`config.mk`:
```
export PLATFORM = sky130hd
export DESIGN_NAME = vpu_isqrt
export DESIGN_NICKNAME = d
export VERILOG_FILES = /design/src/rtl/assert_macros.svh /design/src/rtl/vpu_pkg.sv /design/src/rtl/vpu_isqrt.sv
export SDC_FILE = /design/constraint.sdc
export NUM_CORES = 2
export LEC_CHECK = 0
export BUFFER_PORTS_ARGS = -buffer_cell sky130_fd_sc_hd__buf_2
export CORE_UTILIZATION = 55
export DETAILED_ROUTE_END_ITERATION = 16
export HOLD_SLACK_MARGIN = 0.06
export PLACE_DENSITY_LB_ADDON = 0.3
export SYNTH_ARGS = -nofsm -noshare
export SYNTH_HDL_FRONTEND = slang
export SYNTH_SLANG_ARGS = --single-unit
export TNS_END_PERCENT = 50
```
`constraint.sdc`:
```
create_clock -name clk -period 4.7 [get_ports clk]
set_input_delay 0.705 -clock clk [delete_from_list [all_inputs] [get_ports clk]]
set_output_delay 0.705 -clock clk [all_outputs]
set_load 0.02 [all_outputs]
```
`src/rtl/assert_macros.svh`:
```
// Assertion helpers for the RTL.
`ifndef ASSERT_MACROS_SVH
`define ASSERT_MACROS_SVH

// Same-cycle implication, off during reset.
`define VPU_ASSERT_IMP(lbl, ante, cons) \
  lbl: assert property (@(posedge clk) disable iff (rst) (ante) |-> (cons)) \
    else $error("vpu: implication failed");

// Next-cycle implication, off during reset.
`define VPU_ASSERT_NXT(lbl, ante, cons) \
  lbl: assert property (@(posedge clk) disable iff (rst) (ante) |=> (cons)) \
    else $error("vpu: next-cycle implication failed");

// Holds in the cycle after a reset cycle.
`define VPU_ASSERT_RST(lbl, cons) \
  lbl: assert property (@(posedge clk) rst |=> (cons)) \
    else $error("vpu: post-reset check failed");

`endif

```
`src/rtl/vpu_pkg.sv`:
```
package vpu_pkg;

  localparam int POS_W   = 22;
  localparam int DT_W    = 32;
  localparam int CELL_W  = 5;
  localparam int RAD_W   = 21;
  localparam int GRAV_W  = 22;
  localparam int EXT_W   = 21;
  localparam int CIS_W   = 24;
  localparam int CFG_W   = 24;
  localparam int IDX_W   = 2;
  localparam int ROOT_W  = 22;
  localparam int SQ_W    = 44;
  localparam int PROD_W  = 43;
  localparam int GP_W    = 54;
  localparam int G_W     = 23;
  localparam int V_W     = 25;
  localparam int ADJ_W   = 24;
  localparam int CP_W    = 47;
  localparam int IDXC_W  = 15;

  localparam int IN_TDATA_W  = 168;
  localparam int OUT_TDATA_W = 152;

  localparam int CELLS_PER_AXIS_DEF = 32;

  localparam logic [RAD_W-1:0]  BOUND_RADIUS_RST = 21'd448921;
  localparam logic [GRAV_W-1:0] GRAVITY_RST      = 22'd655360;
  localparam logic [EXT_W-1:0]  GRID_HALF_RST    = 21'd557056;
  localparam logic [CIS_W-1:0]  CELL_INV_RST     = 24'd123362;

  typedef enum logic [IDX_W-1:0] {
    REG_BOUND_RADIUS = 2'd0,
    REG_GRAVITY      = 2'd1,
    REG_GRID_HALF    = 2'd2,
    REG_CELL_INV     = 2'd3
  } cfg_reg_t;

  typedef struct packed {
    logic [2:0][POS_W-1:0]  p;
    logic [2:0][POS_W-1:0]  o;
    logic                   clamp;
    logic [G_W-1:0]         g;
    logic [2:0][PROD_W-1:0] prod;
  } vpu_item_t;

endpackage

```
`src/rtl/vpu_isqrt.sv`:
```
module vpu_isqrt (
  input  logic                        clk,
  input  logic                        en,
  input  logic [vpu_pkg::SQ_W-1:0]    radicand,
  output logic [vpu_pkg::ROOT_W-1:0]  root
);
  import vpu_pkg::*;

  logic [SQ_W-1:0] rem_q  [ROOT_W];
  logic [SQ_W-1:0] res_q  [ROOT_W];
  logic [SQ_W-1:0] rem_prev [ROOT_W];
  logic [SQ_W-1:0] res_prev [ROOT_W];
  logic [SQ_W-1:0] rem_next [ROOT_W];
  logic [SQ_W-1:0] res_next [ROOT_W];

  always_comb begin
    rem_prev[0] = radicand;
    res_prev[0] = '0;
    for (int k = 1; k < ROOT_W; k++) begin
      rem_prev[k] = rem_q[k-1];
      res_prev[k] = res_q[k-1];
    end
  end

  // one result bit per stage
  always_comb begin
    logic [SQ_W-1:0] bit_v;
    logic [SQ_W-1:0] trial;
    bit_v = '0;
    trial = '0;
    for (int k = 0; k < ROOT_W; k++) begin
      bit_v = SQ_W'(1) << (2 * (ROOT_W - 1 - k));
      trial = res_prev[k] + bit_v;
      if (rem_prev[k] >= trial) begin
        rem_next[k] = rem_prev[k] - trial;
        res_next[k] = (res_prev[k] >> 1) + bit_v;
      end else begin
        rem_next[k] = rem_prev[k];
        res_next[k] = res_prev[k] >> 1;
      end
    end
  end

  always_ff @(posedge clk) begin
    if (en) begin
      rem_q <= rem_next;
      res_q <= res_next;
    end
  end

  assign root = res_q[ROOT_W-1][ROOT_W-1:0];

endmodule

```
==> results.toml <==
[run_status]
status = "complete, no violations"

[clock_tree]
root_buffer = "clkbuf_16"
clock_tree.htree_level_count = 3
clk_pin_slew_worst_paths_ns = 0.07
cts_sinks = 1177
postCtsResizedCells = 0
insertion_delay_ns = 0.75
post_cts_buffers = 0
cts-buffers-inserted = 117
clock_path_buffers = 3
cts_tree = "yes"
cts_hold_buf = 0

[yosys]
synthTopCellsByCount = "edfxtp_1 (1177), inv_1 (338), nand2_1 (277)"
netlist-cell-type-count = 78
syn_inst = 4333
yosys-top-cells-area = "edfxtp_1 (63%), ha_1 (6.1%), xor2_1 (3.4%)"
async_flop_share_pct = 0
seq_area_frac_synth_pct = 63.5
ys.flop_type = "edfxtp_1"
synth_area_per_cell_um2 = 12.9
yosys.area.top_type = "edfxtp_1"
synth_seq_cells = 1177
synth_edf_count = 1177
synth_nets = 4650
yosys.area.top_type_share_pct = 63.5
synth_area_um2 = 55700
ys.warnings.count = 0
yosysMostFrequentCell = "edfxtp_1"

[detailed_routing]
firstDrtPassIters = 7
drtAntennaViolNets = 0
viasPerCell = 5.81
drc = 0
num_vias = 34100
drt_iter0_drc = 2334
wl_mm = 112
wl_per_cell_um = 19.1

[hold_path]
worstHoldEndpoint = "rem_prev[884]"
hp-start = "radicand[4]"
hold-path-cell-count = 1
hold_class = "primary input to flop"

[cells_and_area]
finish.instance_area_um2 = 61800
syn_to_final_growth_pct = 11.1
final_layout_size_suffix_gt1_share_pct = 7.94
fin_nets = 4797
n_antenna_cell = 0
layout.cells.non_filler = 5880
num-fill-cells = 7546

[power]
sw_frac_of_total_pct = 27.1
powerDensity_nw_per_um2 = 461
combPwrFrac_pct = 16.7
power.leakage_nw = 23.2
switching_power_mw = 7.73
vdd_drop_max_mv = 0.358
seqPwrFrac_pct = 49.5
p_clk_share_pct = 33.8
p_int_mw = 20.8

[placed_design]
hpwlAfterDp_mm = 82.3
io_buffers = 67
dp_cells = 5659
dpl_cell_area_um2 = 57800
dp_slack_ns = 0.359
gp_congestion = 0.896

[worst_setup_path]
crit_top_cell = "o21ai_1"
rr_endpoint = "rem_prev[392]"
reg2reg_from = "res_prev[426]"
reg2reg_depth = 10
crit_required_ns = 5.16
critPathSlowestCell = "o41ai_1"
path_buf_inv = 1
crit_type = "flop to flop"
critPathTopFamily = "compound AO/OA/AOI/OAI gates"
crit_arrival_ns = 4.96
path_cells = "inv_1 -> ha_1 -> nand4_1 -> or4_1 -> o41ai_1 -> a2111oi_0 -> o21ai_1 -> o21ai_1 -> or4b_2 -> xnor2_1"
max_stage_delay_ns = 0.88
reg2reg_slack_ns = 0.20
endpoint_kind = "flop"
start_kind = "flop"
crit_fanout = 7

[timing]
holdWs_ns = 0.126
final.setup.worst_slack_ns = 0.204
finClkSkew_ns = 0.0852
maxSlewViolCount = 0
setup_violations = 0
period_share_pct = 95.7
clock.fmax_mhz = 222
slew_headroom_pct = 17.2
fin_crit_ns = 4.50
fin_tns_setup_ns = 0
hold_viol_final = 0
grt_setup_unrepaired = "no"
worst_pin_slew_ns = 1.23

[floorplanning]
rows = 116
die-area_um2 = 103000
core_area_um2 = 100000
die_height_um = 320
start_util_pct = 55.6
die_w_um = 320
ioPinCount = 68

[grt]
antenna_found_initial = 1
grt_pass1_vias = 34000
gr-usage-all-layers_pct = 22.0
grt_max_degree = 165
gr-total-overflow = 0
grt_pass1_wl_mm = 179

[run]
cap_violations = 0
-- power groups by stage --
stage                     logic (mW)  registers, mW  clock network [mW]
after CTS                       4.76           14.1                9.81
final                           4.77           14.1                9.65
after global placement          4.63           14.3                   0
after floorplan                 3.55           13.9                   0
after global routing            5.32           14.2                10.2
after detailed placement        4.73           14.3                   0
-- per-stage QoR --
step                power [mW]  util (%)
finish                    28.5      61.7
global route              29.8      61.7
CTS                       28.7      61.7
detailed placement        19.0      57.7
global placement          18.9      57.7
floorplan                 17.5         -
-- cell families (layout without fill, tap and decap cells) --
group           after synthesis  count (layout)  synth area share, %
compound gates              785             785                 8.76
xor+xnor                    388             388                 6.10
fa+ha+maj                   271             271                 6.09
buf+inv                     416             665                 2.82
flops                      1177            1177                 63.5
mux                          47              47                0.933
simple gates               1249            1249                 11.8
-- worst max path at each step --
| stage | from | endpoint | slack, ns | cells past startpoint |
|---|---|---|---|---|
| 2_1_floorplan | rem_prev[79] | rem_prev[37] | 1.36 | 9 |
| 3_3_place_gp | rem_prev[424] | rem_prev[392] | 0.37 | 9 |
| 3_5_place_dp | rem_prev[424] | rem_prev[392] | 0.36 | 9 |
| 4_1_cts | rem_prev[424] | rem_prev[392] | 0.35 | 9 |
| 5_1_grt | res_prev[426] | rem_prev[392] | 0.16 | 10 |
| 6_report | res_prev[426] | rem_prev[392] | 0.20 | 10 |
-- worst reg2reg max path, stage by stage, from the launching register on --
cell and delay (ns):
edfxtp_1 0.38, inv_1 0.06, ha_1 0.40, nand4_1 0.38
or4_1 0.54, o41ai_1 0.88, a2111oi_0 0.20, o21ai_1 0.29
o21ai_1 0.26, or4b_2 0.67, xnor2_1 0.17
-- registers in the layout, indices dropped and copies added, names as in the netlist --
signal	cells
root	22
rem_prev	924
res_prev	231
-- cells in the final DEF, fill, tap and decap left out, types with 151 or more instances in the layout --
cell and n:
edfxtp_1 1177, inv_1 338, nand2_1 277, ha_1 271
nor2_1 233, a21oi_1 221, o21ai_0 220, xor2_1 217
xnor2_1 171, nor4_1 154, nor3_1 151
-- layer usage --
layer / routed length (µm) / part of all wire [%] / up-vias / global-route usage [%]
met4: 4810 / 4.3 / 2 / 9.12
li1: - / - / 16600 / -
met2: 60000 / 53 / 798 / 41.6
met5: 13 / 0.012 / - / 0
met3: 4100 / 3.6 / 273 / 2.99
met1: 43600 / 39 / 16500 / 24.7
-- final cells by class --
type	instances	area [µm²]	area share [%]
Clock buffer	132	2980	4.83
Clock inverter	89	1080	1.74
Inverter	339	1270	2.06
Multi-Input combinational cell	2740	18800	30.4
Sequential cell	1177	35300	57.2
Tap cell	1298	1620	2.63
Timing Repair Buffer	105	728	1.18
No activity file was read; power rests on OpenSTA's default activity.
